`src/rtl/cssq_pkg.sv`:
```
// ----------------------------------------------------------------------------
// cssq_pkg: shared types and constants for the clock-synced step sequencer
// Command codes, sequencer states, memory control group and rate masks.
// ----------------------------------------------------------------------------
package cssq_pkg;

  // Default sizes
  localparam int TRACKS_DEF = 8;
  localparam int STEPS_DEF  = 16;

  // 24 pulses per quarter note; the phase counts 0..23
  localparam int PPQN    = 24;
  localparam int PHASE_W = 5;
  localparam int VALUE_W = 8;

  // Rate codes
  localparam logic [2:0] RATE_QUARTER        = 3'd0;
  localparam logic [2:0] RATE_EIGHTH         = 3'd1;
  localparam logic [2:0] RATE_EIGHTH_TRIP    = 3'd2;
  localparam logic [2:0] RATE_SIXTEENTH      = 3'd3;
  localparam logic [2:0] RATE_SIXTEENTH_TRIP = 3'd4;
  localparam logic [2:0] RATE_THIRTYSECOND   = 3'd5;

  // Command codes
  typedef enum logic [2:0] {
    FN_TICK  = 3'd0,
    FN_START = 3'd1,
    FN_STOP  = 3'd2,
    FN_ARM   = 3'd3,
    FN_WRITE = 3'd4,
    FN_RATE  = 3'd5
  } func_t;

  // Sequencer states
  typedef enum logic [2:0] {
    ST_CLEAR,
    ST_IDLE,
    ST_SCAN,
    ST_WALK,
    ST_READ
  } state_t;

  // Step value memory control
  typedef struct packed {
    logic wr_en;
    logic rd_en;
  } mem_ctrl_t;

  // Phases at which a track of the given rate advances (bit p set: p % ticks == 0)
  function automatic logic [PPQN-1:0] phase_mask(input logic [2:0] rate);
    logic [PPQN-1:0] m;
    case (rate)
      RATE_QUARTER:        m = 24'h000001;  // every 24 ticks
      RATE_EIGHTH:         m = 24'h001001;  // every 12 ticks
      RATE_EIGHTH_TRIP:    m = 24'h010101;  // every 8 ticks
      RATE_SIXTEENTH:      m = 24'h041041;  // every 6 ticks
      RATE_SIXTEENTH_TRIP: m = 24'h111111;  // every 4 ticks
      RATE_THIRTYSECOND:   m = 24'h249249;  // every 3 ticks
      default:             m = 24'h041041;  // unused codes act as sixteenth
    endcase
    return m;
  endfunction

endpackage

```
`src/rtl/cssq_cmd_if.sv`:
```
// ----------------------------------------------------------------------------
// cssq_cmd_if: command channel
// Valid/ready channel carrying one sequencer command per transaction.
// ----------------------------------------------------------------------------
interface cssq_cmd_if;
  logic       valid;
  logic       ready;
  logic [2:0] func;
  logic [2:0] track;
  logic [3:0] step_index;
  logic [7:0] value;
  logic [2:0] rate;
  logic       arm_on;

  modport source (
    output valid, func, track, step_index, value, rate, arm_on,
    input  ready
  );

  modport sink (
    input  valid, func, track, step_index, value, rate, arm_on,
    output ready
  );
endinterface

```
`src/rtl/cssq_res_if.sv`:
```
// ----------------------------------------------------------------------------
// cssq_res_if: result channel
// Valid/ready channel carrying one step event per transaction.
// ----------------------------------------------------------------------------
interface cssq_res_if;
  logic       valid;
  logic       ready;
  logic [2:0] out_track;
  logic [3:0] out_step;
  logic [7:0] out_value;
  logic       last;

  modport source (
    output valid, out_track, out_step, out_value, last,
    input  ready
  );

  modport sink (
    input  valid, out_track, out_step, out_value, last,
    output ready
  );
endinterface

```
`src/rtl/clock_synced_step_sequencer.sv`:
```
// Timing: a non-tick command or a stopped tick is done in the idle state. A running tick
//   scans every track through the check, then walks the tracks, reading the value of each
//   advancing track into the output register; it stalls while the result side stalls.
// Throughput: one command at a time, set by the per-track scan and walk through
//   the shared check unit and the single read port of the step memory.
// Reset: synchronous; all TRACKS*STEPS step memory entries (128 at defaults) are cleared first.
// ----------------------------------------------------------------------------
// clock_synced_step_sequencer: multi-track step sequencer on a 24 PPQN clock
// Sequencer control, shared advance check and step value memory.
// ----------------------------------------------------------------------------
module clock_synced_step_sequencer #(
  parameter int TRACKS = cssq_pkg::TRACKS_DEF,
  parameter int STEPS  = cssq_pkg::STEPS_DEF
) (
  input  logic       clk,
  input  logic       rst,
  cssq_cmd_if.sink   cmd,
  cssq_res_if.source res
);

  localparam int DEPTH = TRACKS * STEPS;
  localparam int AW    = $clog2(DEPTH);

  cssq_pkg::mem_ctrl_t          mem_ctl;
  logic [AW-1:0]                wr_addr;
  logic [cssq_pkg::VALUE_W-1:0] wr_data;
  logic [AW-1:0]                rd_addr;
  logic [cssq_pkg::VALUE_W-1:0] rd_data;
  logic                         chk_armed;
  logic [2:0]                   chk_rate;
  logic [cssq_pkg::PHASE_W-1:0] chk_phase;
  logic                         chk_hit;

  cssq_ctrl #(
    .TRACKS (TRACKS),
    .STEPS  (STEPS),
    .DEPTH  (DEPTH),
    .AW     (AW)
  ) u_ctrl (
    .clk       (clk),
    .rst       (rst),
    .cmd       (cmd),
    .res       (res),
    .mem_ctl   (mem_ctl),
    .wr_addr   (wr_addr),
    .wr_data   (wr_data),
    .rd_addr   (rd_addr),
    .rd_data   (rd_data),
    .chk_armed (chk_armed),
    .chk_rate  (chk_rate),
    .chk_phase (chk_phase),
    .chk_hit   (chk_hit)
  );

  cssq_check u_check (
    .armed (chk_armed),
    .rate  (chk_rate),
    .phase (chk_phase),
    .hit   (chk_hit)
  );

  cssq_mem #(
    .DEPTH (DEPTH),
    .AW    (AW)
  ) u_mem (
    .clk     (clk),
    .ctl     (mem_ctl),
    .wr_addr (wr_addr),
    .wr_data (wr_data),
    .rd_addr (rd_addr),
    .rd_data (rd_data)
  );

endmodule

```
`src/rtl/cssq_check.sv`:
```
// ----------------------------------------------------------------------------
// cssq_check: shared advance check
// Decides whether one track steps at the current tick phase.
// ----------------------------------------------------------------------------
module cssq_check (
  input  logic                        armed,
  input  logic [2:0]                  rate,
  input  logic [cssq_pkg::PHASE_W-1:0] phase,
  output logic                        hit
);

  logic [cssq_pkg::PPQN-1:0] mask;

  // Divisibility by ticks-per-step, looked up as a phase pattern
  always_comb begin
    mask = cssq_pkg::phase_mask(rate);
    hit  = armed && mask[phase];
  end

endmodule

```
`src/rtl/cssq_mem.sv`:
```
// ----------------------------------------------------------------------------
// cssq_mem: step value memory
// One write port, one registered read port.
// ----------------------------------------------------------------------------
module cssq_mem #(
  parameter int DEPTH = cssq_pkg::TRACKS_DEF * cssq_pkg::STEPS_DEF,
  parameter int AW    = $clog2(DEPTH)
) (
  input  logic                        clk,
  input  cssq_pkg::mem_ctrl_t         ctl,
  input  logic [AW-1:0]               wr_addr,
  input  logic [cssq_pkg::VALUE_W-1:0] wr_data,
  input  logic [AW-1:0]               rd_addr,
  output logic [cssq_pkg::VALUE_W-1:0] rd_data
);

  logic [cssq_pkg::VALUE_W-1:0] mem [DEPTH];

  always_ff @(posedge clk) begin
    if (ctl.wr_en) begin
      mem[wr_addr] <= wr_data;
    end
    if (ctl.rd_en) begin
      rd_data <= mem[rd_addr];
    end
  end

endmodule

```
`src/rtl/cssq_ctrl.sv`:
```
// ----------------------------------------------------------------------------
// cssq_ctrl: sequencer control
// Command decode, track state, per-track scan and walk, output register.
// ----------------------------------------------------------------------------
module cssq_ctrl #(
  parameter int TRACKS = cssq_pkg::TRACKS_DEF,
  parameter int STEPS  = cssq_pkg::STEPS_DEF,
  parameter int DEPTH  = TRACKS * STEPS,
  parameter int AW     = $clog2(DEPTH)
) (
  input  logic                         clk,
  input  logic                         rst,
  cssq_cmd_if.sink                     cmd,
  cssq_res_if.source                   res,
  // step value memory
  output cssq_pkg::mem_ctrl_t          mem_ctl,
  output logic [AW-1:0]                wr_addr,
  output logic [cssq_pkg::VALUE_W-1:0] wr_data,
  output logic [AW-1:0]                rd_addr,
  input  logic [cssq_pkg::VALUE_W-1:0] rd_data,
  // shared advance check
  output logic                         chk_armed,
  output logic [2:0]                   chk_rate,
  output logic [cssq_pkg::PHASE_W-1:0] chk_phase,
  input  logic                         chk_hit
);

  localparam int TW = (TRACKS > 1) ? $clog2(TRACKS) : 1;
  localparam int SW = $clog2(STEPS);

  cssq_pkg::state_t state, state_next;

  logic [TW-1:0]                idx;
  logic [AW-1:0]                clr_addr;
  logic [cssq_pkg::PHASE_W-1:0] phase;
  logic                         running;
  logic [TRACKS-1:0]            armed;
  logic [2:0]                   rates    [TRACKS];
  logic [SW-1:0]                cur_step [TRACKS];
  logic [TRACKS-1:0]            mask;
  logic [SW-1:0]                hold_step;
  logic                         hold_last;

  // output register
  logic                         ov;
  logic [2:0]                   o_track;
  logic [3:0]                   o_step;
  logic [cssq_pkg::VALUE_W-1:0] o_value;
  logic                         o_last;

  logic              cmd_fire;
  logic              idx_last;
  logic              trk_ok;
  logic              stp_ok;
  logic [TW-1:0]     trk_i;
  logic [SW-1:0]     stp_i;
  logic [SW-1:0]     cur;
  logic [SW-1:0]     ns;
  logic [TRACKS-1:0] mask_rest;
  logic              last_hit;
  logic              out_free;

  // Decode and per-track datapath
  always_comb begin
    cmd_fire  = cmd.valid && cmd.ready;
    idx_last  = (idx == TW'(TRACKS - 1));
    trk_ok    = (32'(cmd.track) < TRACKS);
    stp_ok    = (32'(cmd.step_index) < STEPS);
    trk_i     = TW'(cmd.track);
    stp_i     = SW'(cmd.step_index);
    cur       = cur_step[idx];
    ns        = (cur == SW'(STEPS - 1)) ? '0 : cur + SW'(1);
    mask_rest = mask & ~(TRACKS'(1) << idx);
    last_hit  = (mask_rest == '0);
    out_free  = !ov || res.ready;
  end

  // Next state
  always_comb begin
    state_next = state;
    case (state)
      cssq_pkg::ST_CLEAR: begin
        if (clr_addr == AW'(DEPTH - 1)) state_next = cssq_pkg::ST_IDLE;
      end
      cssq_pkg::ST_IDLE: begin
        if (cmd_fire && cmd.func == cssq_pkg::FN_TICK && running) begin
          state_next = cssq_pkg::ST_SCAN;
        end
      end
      cssq_pkg::ST_SCAN: begin
        if (idx_last) state_next = cssq_pkg::ST_WALK;
      end
      cssq_pkg::ST_WALK: begin
        if (mask[idx]) begin
          state_next = cssq_pkg::ST_READ;
        end else if (idx_last) begin
          state_next = cssq_pkg::ST_IDLE;
        end
      end
      cssq_pkg::ST_READ: begin
        if (out_free) begin
          state_next = hold_last ? cssq_pkg::ST_IDLE : cssq_pkg::ST_WALK;
        end
      end
      default: state_next = cssq_pkg::ST_IDLE;
    endcase
  end

  // Outputs: handshakes, memory ports, check operands
  always_comb begin
    cmd.ready     = (state == cssq_pkg::ST_IDLE);
    res.valid     = ov;
    res.out_track = o_track;
    res.out_step  = o_step;
    res.out_value = o_value;
    res.last      = o_last;

    mem_ctl.wr_en = (state == cssq_pkg::ST_CLEAR) ||
                    (cmd_fire && cmd.func == cssq_pkg::FN_WRITE && trk_ok && stp_ok);
    mem_ctl.rd_en = (state == cssq_pkg::ST_WALK) && mask[idx];
    wr_addr       = (state == cssq_pkg::ST_CLEAR) ? clr_addr
                                                  : AW'(32'(trk_i) * STEPS + 32'(stp_i));
    wr_data       = (state == cssq_pkg::ST_CLEAR) ? '0 : cmd.value;
    rd_addr       = AW'(32'(idx) * STEPS + 32'(ns));

    chk_armed     = armed[idx];
    chk_rate      = rates[idx];
    chk_phase     = phase;
  end

  // Control and track state
  always_ff @(posedge clk) begin
    if (rst) begin
      state    <= cssq_pkg::ST_CLEAR;
      clr_addr <= '0;
      idx      <= '0;
      phase    <= '0;
      running  <= 1'b0;
      armed    <= '0;
      mask     <= '0;
      ov       <= 1'b0;
      for (int t = 0; t < TRACKS; t++) begin
        rates[t]    <= cssq_pkg::RATE_SIXTEENTH;
        cur_step[t] <= '0;
      end
    end else begin
      state <= state_next;
      case (state)
        cssq_pkg::ST_CLEAR: begin
          clr_addr <= clr_addr + AW'(1);
        end
        cssq_pkg::ST_IDLE: begin
          if (cmd_fire) begin
            case (cmd.func)
              cssq_pkg::FN_TICK: begin
                if (running) begin
                  phase <= (phase == cssq_pkg::PHASE_W'(cssq_pkg::PPQN - 1)) ?
                           '0 : phase + cssq_pkg::PHASE_W'(1);
                  idx   <= '0;
                end
              end
              cssq_pkg::FN_START: begin
                phase   <= '0;
                running <= 1'b1;
                for (int t = 0; t < TRACKS; t++) cur_step[t] <= '0;
              end
              cssq_pkg::FN_STOP: begin
                running <= 1'b0;
              end
              cssq_pkg::FN_ARM: begin
                if (trk_ok) begin
                  armed[trk_i] <= cmd.arm_on;
                  if (cmd.arm_on) cur_step[trk_i] <= '0;
                end
              end
              cssq_pkg::FN_RATE: begin
                if (trk_ok) rates[trk_i] <= cmd.rate;
              end
              default: ;
            endcase
          end
        end
        // one track through the shared check per cycle
        cssq_pkg::ST_SCAN: begin
          mask[idx] <= chk_hit;
          idx       <= idx_last ? '0 : idx + TW'(1);
        end
        // advance a hit track and fetch its value, else skip on
        cssq_pkg::ST_WALK: begin
          if (mask[idx]) begin
            cur_step[idx] <= ns;
            mask[idx]     <= 1'b0;
            hold_step     <= ns;
            hold_last     <= last_hit;
          end else if (!idx_last) begin
            idx <= idx + TW'(1);
          end
        end
        cssq_pkg::ST_READ: begin
          if (out_free && !hold_last) idx <= idx + TW'(1);
        end
        default: ;
      endcase

      // output register
      if (state == cssq_pkg::ST_READ && out_free) begin
        ov <= 1'b1;
      end else if (res.ready) begin
        ov <= 1'b0;
      end
    end
  end

  // Result payload
  always_ff @(posedge clk) begin
    if (state == cssq_pkg::ST_READ && out_free) begin
      o_track <= 3'(idx);
      o_step  <= 4'(hold_step);
      o_value <= rd_data;
      o_last  <= hold_last;
    end
  end

endmodule
```
`src/flat_wrapper.sv`:
```
// flat-port wrapper written by rule: the top's interface ports become plain ports
module clock_synced_step_sequencer_flat 
#(
  parameter int TRACKS = cssq_pkg::TRACKS_DEF,
  parameter int STEPS  = cssq_pkg::STEPS_DEF
)
  (clk, rst, cmd_valid, cmd_func, cmd_track, cmd_step_index, cmd_value, cmd_rate, cmd_arm_on, cmd_ready, res_valid, res_out_track, res_out_step, res_out_value, res_last, res_ready);
  cssq_cmd_if cmd_i ();
  cssq_res_if res_i ();
  input  logic clk;
  input  logic rst;
  input wire logic [$bits(cmd_i.valid)-1:0] cmd_valid;
  input wire logic [$bits(cmd_i.func)-1:0] cmd_func;
  input wire logic [$bits(cmd_i.track)-1:0] cmd_track;
  input wire logic [$bits(cmd_i.step_index)-1:0] cmd_step_index;
  input wire logic [$bits(cmd_i.value)-1:0] cmd_value;
  input wire logic [$bits(cmd_i.rate)-1:0] cmd_rate;
  input wire logic [$bits(cmd_i.arm_on)-1:0] cmd_arm_on;
  output wire logic [$bits(cmd_i.ready)-1:0] cmd_ready;
  output wire logic [$bits(res_i.valid)-1:0] res_valid;
  output wire logic [$bits(res_i.out_track)-1:0] res_out_track;
  output wire logic [$bits(res_i.out_step)-1:0] res_out_step;
  output wire logic [$bits(res_i.out_value)-1:0] res_out_value;
  output wire logic [$bits(res_i.last)-1:0] res_last;
  input wire logic [$bits(res_i.ready)-1:0] res_ready;
  assign cmd_i.valid = cmd_valid;
  assign cmd_i.func = cmd_func;
  assign cmd_i.track = cmd_track;
  assign cmd_i.step_index = cmd_step_index;
  assign cmd_i.value = cmd_value;
  assign cmd_i.rate = cmd_rate;
  assign cmd_i.arm_on = cmd_arm_on;
  assign cmd_ready = cmd_i.ready;
  assign res_valid = res_i.valid;
  assign res_out_track = res_i.out_track;
  assign res_out_step = res_i.out_step;
  assign res_out_value = res_i.out_value;
  assign res_last = res_i.last;
  assign res_i.ready = res_ready;
  clock_synced_step_sequencer #(.TRACKS(TRACKS), .STEPS(STEPS)) u_core (.clk(clk), .rst(rst), .cmd(cmd_i), .res(res_i));
endmodule
```
`config.mk`:
```
export PLATFORM = sky130hd
export DESIGN_NAME = clock_synced_step_sequencer_flat
export DESIGN_NICKNAME = d
export VERILOG_FILES = /design/src/rtl/cssq_pkg.sv /design/src/rtl/cssq_cmd_if.sv /design/src/rtl/cssq_res_if.sv /design/src/rtl/clock_synced_step_sequencer.sv /design/src/rtl/cssq_check.sv /design/src/rtl/cssq_mem.sv /design/src/rtl/cssq_ctrl.sv /design/src/flat_wrapper.sv
export SDC_FILE = /design/constraint.sdc
export NUM_CORES = 1
export LEC_CHECK = 0
export BUFFER_PORTS_ARGS = -buffer_cell sky130_fd_sc_hd__buf_2
export CAP_MARGIN = 20
export CELL_PAD_IN_SITES_DETAIL_PLACEMENT = 1
export CELL_PAD_IN_SITES_GLOBAL_PLACEMENT = 2
export CORE_ASPECT_RATIO = 0.7
export CORE_MARGIN = 2
export CORE_UTILIZATION = 41
export DETAILED_ROUTE_END_ITERATION = 6
export HOLD_SLACK_MARGIN = 0.02
export PLACE_DENSITY_LB_ADDON = 0.1
export SLEW_MARGIN = 20
export SYNTH_ARGS = -nofsm -noshare
export SYNTH_HDL_FRONTEND = slang
export SYNTH_SLANG_ARGS = --single-unit
export TNS_END_PERCENT = 1
```
`constraint.sdc`:
```
create_clock -name clk -period 5.4 [get_ports clk]
set_clock_uncertainty 0.1 [all_clocks]
set_input_delay 0.81 -clock clk [delete_from_list [all_inputs] [get_ports clk]]
set_output_delay 0.81 -clock clk [all_outputs]
set_load 0.1 [all_outputs]
```
==> results by group <==
Pwr
  • Clock share of power: 42.9%
  • Max VDD drop: 0.280 mV
  • Reg power frac: 52.4%
  • Pwr Total: 18.5 mW
  • Int Power: 14.3 mW
  • PwrDens: 329 nW/um2
  • Leakage: 18.4 nW
  • Sw Ratio: 22.6%
  • Net Switching: 4.17 mW
  • Part of the power in combinational logic: 4.7%

Hold path
  • Hold depth: 3
  • Min-Delay Path Class: input port to register

Synth
  • Synth Area in Adders: 0.246%
  • Synth Area in Simple Gates: 11.8%
  • Synth Flop Type: edfxtp_1
  • Seq/Total Area, Yosys: approximately 68%
  • Syn_area_per_cell: about 13 um2
  • Number of distinct library cells after synthesis: just under 80
  • Mapped Nets: 3883
  • Main combinational cell family by area after synthesis: simple AND/OR/NAND/NOR gates
  • Post-Synth XOR/XNOR Area: 0.0878%
  • Mapped Cells: around 3.8k
  • Synth Register Bits: 1148
  • Synth warnings: 0
  • Cell area after synthesis: ~50000 um2
  • Post-synth EDFFs: 1109
  • Mux cell area share after synthesis: roughly 6.5%
  • Asr flop ratio synth: 0%
  • Compound-cell area share of the yosys netlist: a little over a tenth

Final layout
  • Reg area: 34100 um2
  • Fill cells: 12.2k
  • Area Overhead vs Synth: 12.7%
  • Final #Nets: 3933
  • Core Util, Final: 46.4%
  • Multi-input logic area: 14700 um2
  • Cell Count, Final, Fillers Out: 5642
  • Share of layout cells above drive strength 1: 11.1%

Place
  • Placed Cells: around 5.4k
  • HPWL after DPL: 109000 um
  • GP Congestion: 0.865
  • Input/output buffers: 43
  • Pre-CTS WS: 0.0456 ns

Die
  • Core area: 121000 um2
  • Die X: 421 um
  • IO Count: 44
  • Initial core utilization: 41.2%
  • Die height: 296 um
  • Die area: 124000 um2
  • Rows: 107

GRT
  • Met3 usage in global routing: 6.64%
  • Grt ovf: 0
  • Most used routing layer: met1
  • GR Util met2: 39.4%
  • Largest net degree at the start of global routing: 129
  • Number of global-route vias before repair: 34.0k
  • GRT Resource Usage Total: 27.4%
  • Initial antenna violation count: 9
  • M1 GR Usage: 41.4%
  • Global-route wire length before repair: 246000 um

Timing
  • Maximum clock rate: 187 MHz
  • Pins Over Slew Limit: 0
  • Final worst slack: 0.0514 ns
  • Min Clock Period, post-route: 5.35 ns
  • Final setup viols: 0
  • Fin crit share: 99.0%
  • Actual slew at the worst max-slew pin: 1.14 ns
  • Unrepaired setup endpoints after global routing: true
  • Rel. slew slack: 23.9%
  • Fin. Hold Viols: 0
  • Setup_tns: 0 ns

Clock network
  • CTS tree: done
  • Clock Path Buffers: 3
  • Num CTS Buffers: 118
  • Htree depth: 3
  • Root Driver: clkbuf_16
  • Clock transition at path regs: 0.06 ns
  • Clk sink count: roughly 1.1k
  • CTS Hold Buffers Added: 0
  • Worst-Skew Late Latency: 0.74 ns

Drt
  • Antenna-violating nets left: 0
  • First-pass DRT Iterations: 7
  • Via density: between 6 and 7
  • Drt first-iter violations: just under 4k
  • Final WL: 171000 um
  • DR vias: ~34k
  • Wire per inst: 30.3 um
  • Remaining DRCs: 0

Run
  • Max Cap Violations: 0

Setup path
  • CP Class: register to register
  • CP arrival: roughly 5.7 ns
  • Worst Reg-to-Reg Cells: 14
  • Critical Path RT: 5.78 ns
  • Endpoint class of the critical path: register
  • Max FO, Critical Path: 16
  • Crit path launch type: register

Run status
  • Status: finished clean
==> sequential cells by signal, summed over array words and instances, names as in the netlist, 3 cells and up, named ones only <==
register	flops
u_core.u_ctrl.armed	8
u_core.u_ctrl.chk_phase	5
u_core.u_ctrl.clr_addr	7
u_core.u_ctrl.cur_step	32
u_core.u_ctrl.hold_step	4
u_core.u_ctrl.idx	3
u_core.u_ctrl.mask	8
u_core.u_ctrl.rates	24
u_core.u_ctrl.res.out_step	4
u_core.u_ctrl.res.out_track	3
u_core.u_ctrl.res.out_value	8
u_core.u_ctrl.state	3
u_core.u_mem.mem	1024
u_core.u_mem.rd_data	8
==> final timing paths <==
| check | from | endpoint | slack (ns) |
|---|---|---|---|
| setup reg to reg | register | u_core.u_mem.rd_data[4] | 0.05 |
| hold reg to reg | u_core.u_ctrl.hold_step[3] | u_core.u_ctrl.res.out_step[3] | 0.32 |
| hold / removal | res_ready | u_core.u_ctrl.res.valid | 0.26 |
| setup / recovery | register | u_core.u_mem.rd_data[4] | 0.05 |
==> placed cells by master, fill, tap and decap left out, types with 9 or more instances in the layout <==
cell,count
and3_1,16
dfxtp_1,39
clkinv_2,15
a221o_1,48
edfxtp_1,1109
buf_12,20
inv_1,25
nand4_1,52
mux4_2,19
nor2_2,9
a32oi_1,21
clkinv_1,39
a31oi_1,45
nand2b_1,11
o21ai_0,111
buf_4,121
or3_1,29
clkbuf_16,119
mux2i_1,270
a211oi_1,37
nor2_1,228
a21oi_1,226
a41oi_1,14
and2_1,51
a32o_1,36
nor3_1,14
nand3_1,121
buf_2,43
nor4_1,17
a221oi_1,46
nand2_1,727
a311oi_1,36
o22ai_1,18
o221ai_1,14
clkbuf_1,28
mux2_2,10
or2_2,11
nand3b_1,12
a22oi_1,53
o211ai_1,18
==> power groups by stage <==
| stage | clock network [mW] | registers [mW] | logic [mW] |
|---|---|---|---|
| detailed placement | 0 | 9.86 | 0.851 |
| global placement | 0 | 9.86 | 0.837 |
| CTS | 8.07 | 9.67 | 0.855 |
| global route | 8.40 | 9.67 | 0.917 |
| finish | 7.93 | 9.67 | 0.867 |
| floorplan | 0 | 9.85 | 0.496 |
==> critical path: stages, from the launching register on <==
cell	delay, ns
dfxtp_1	0.45
mux2i_1	0.13
mux4_4	0.75
inv_16	0.15
ha_2	0.38
inv_1	0.25
nor3_4	0.34
nand2_2	0.36
buf_4	0.34
a221oi_1	0.38
nor4_1	0.12
buf_4	0.17
a211oi_1	0.35
nand4_1	0.27
or4_1	0.53
==> per-stage QoR <==
| stage | instance area [um2] | hold slack, ns |
|---|---|---|
| 6_report | 56200 | 0.261 |
| 5_1_grt | 56200 | 0.261 |
| 4_1_cts | 56200 | 0.210 |
| 3_5_place_dp | 52500 | 0.307 |
| 3_3_place_gp | 52500 | 0.307 |
| 2_1_floorplan | 49900 | 0.300 |
==> repair_timing <==
| action | in CTS | in global routing |
|---|---|---|
| setup endpoints to repair | 0 | 7 |
| gates resized for setup | 0 | 3 |
| buffers inserted | 0 | 0 |
==> cell type report <==
cell class	instances	area share [%]
diodes	8	0.0356
clock buffers	151	5.58
clock inverters	70	0.937
inverters	31	0.256
multi-input cells	2415	26.2
flip-flops and latches	1148	60.7
well taps	1635	3.64
repair buffers	184	2.71
==> synthesized netlist by cell type (all sizes together) (30+ instances only) <==
cell type	count	share of area (%)
edfxtp	1109	67
nand2	729	5.5
mux2i	270	5.4
nor2	239	1.8
a21oi	231	2.3
clkbuf	161	1.2
nand3	122	1.2
o21ai	116	1.2
buf	93	1.0
and2	59	0.74
a22oi	54	0.82
nand4	52	0.65
a221o	48	0.96
a221oi	47	0.84
a31oi	46	0.58
dfxtp	39	1.6
a211oi	38	0.57
a311oi	37	0.65
a32o	36	0.72
inv	30	0.23
==> logic make-up after synthesis <==
| logic type | Yosys count |
|---|---|
| flip-flops | 1148 |
| AO/OA/AOI/OAI | 761 |
| AND/OR/NAND/NOR | 1339 |
| multiplexers | 300 |
| buffers and inverters | 285 |
| adder cells (fa/ha/maj) | 10 |
| XOR/XNOR | 5 |
==> metal layers <==
layer | share of wire [%] | routed length [um] | vias up
li1 | - | - | 14800
met1 | 46 | 79400 | 17800
met5 | 0.020 | 34 | -
met3 | 8.7 | 14900 | 218
met4 | 2.5 | 4230 | 6
met2 | 42 | 72400 | 1246
No activity file was read; power rests on OpenSTA's default activity.
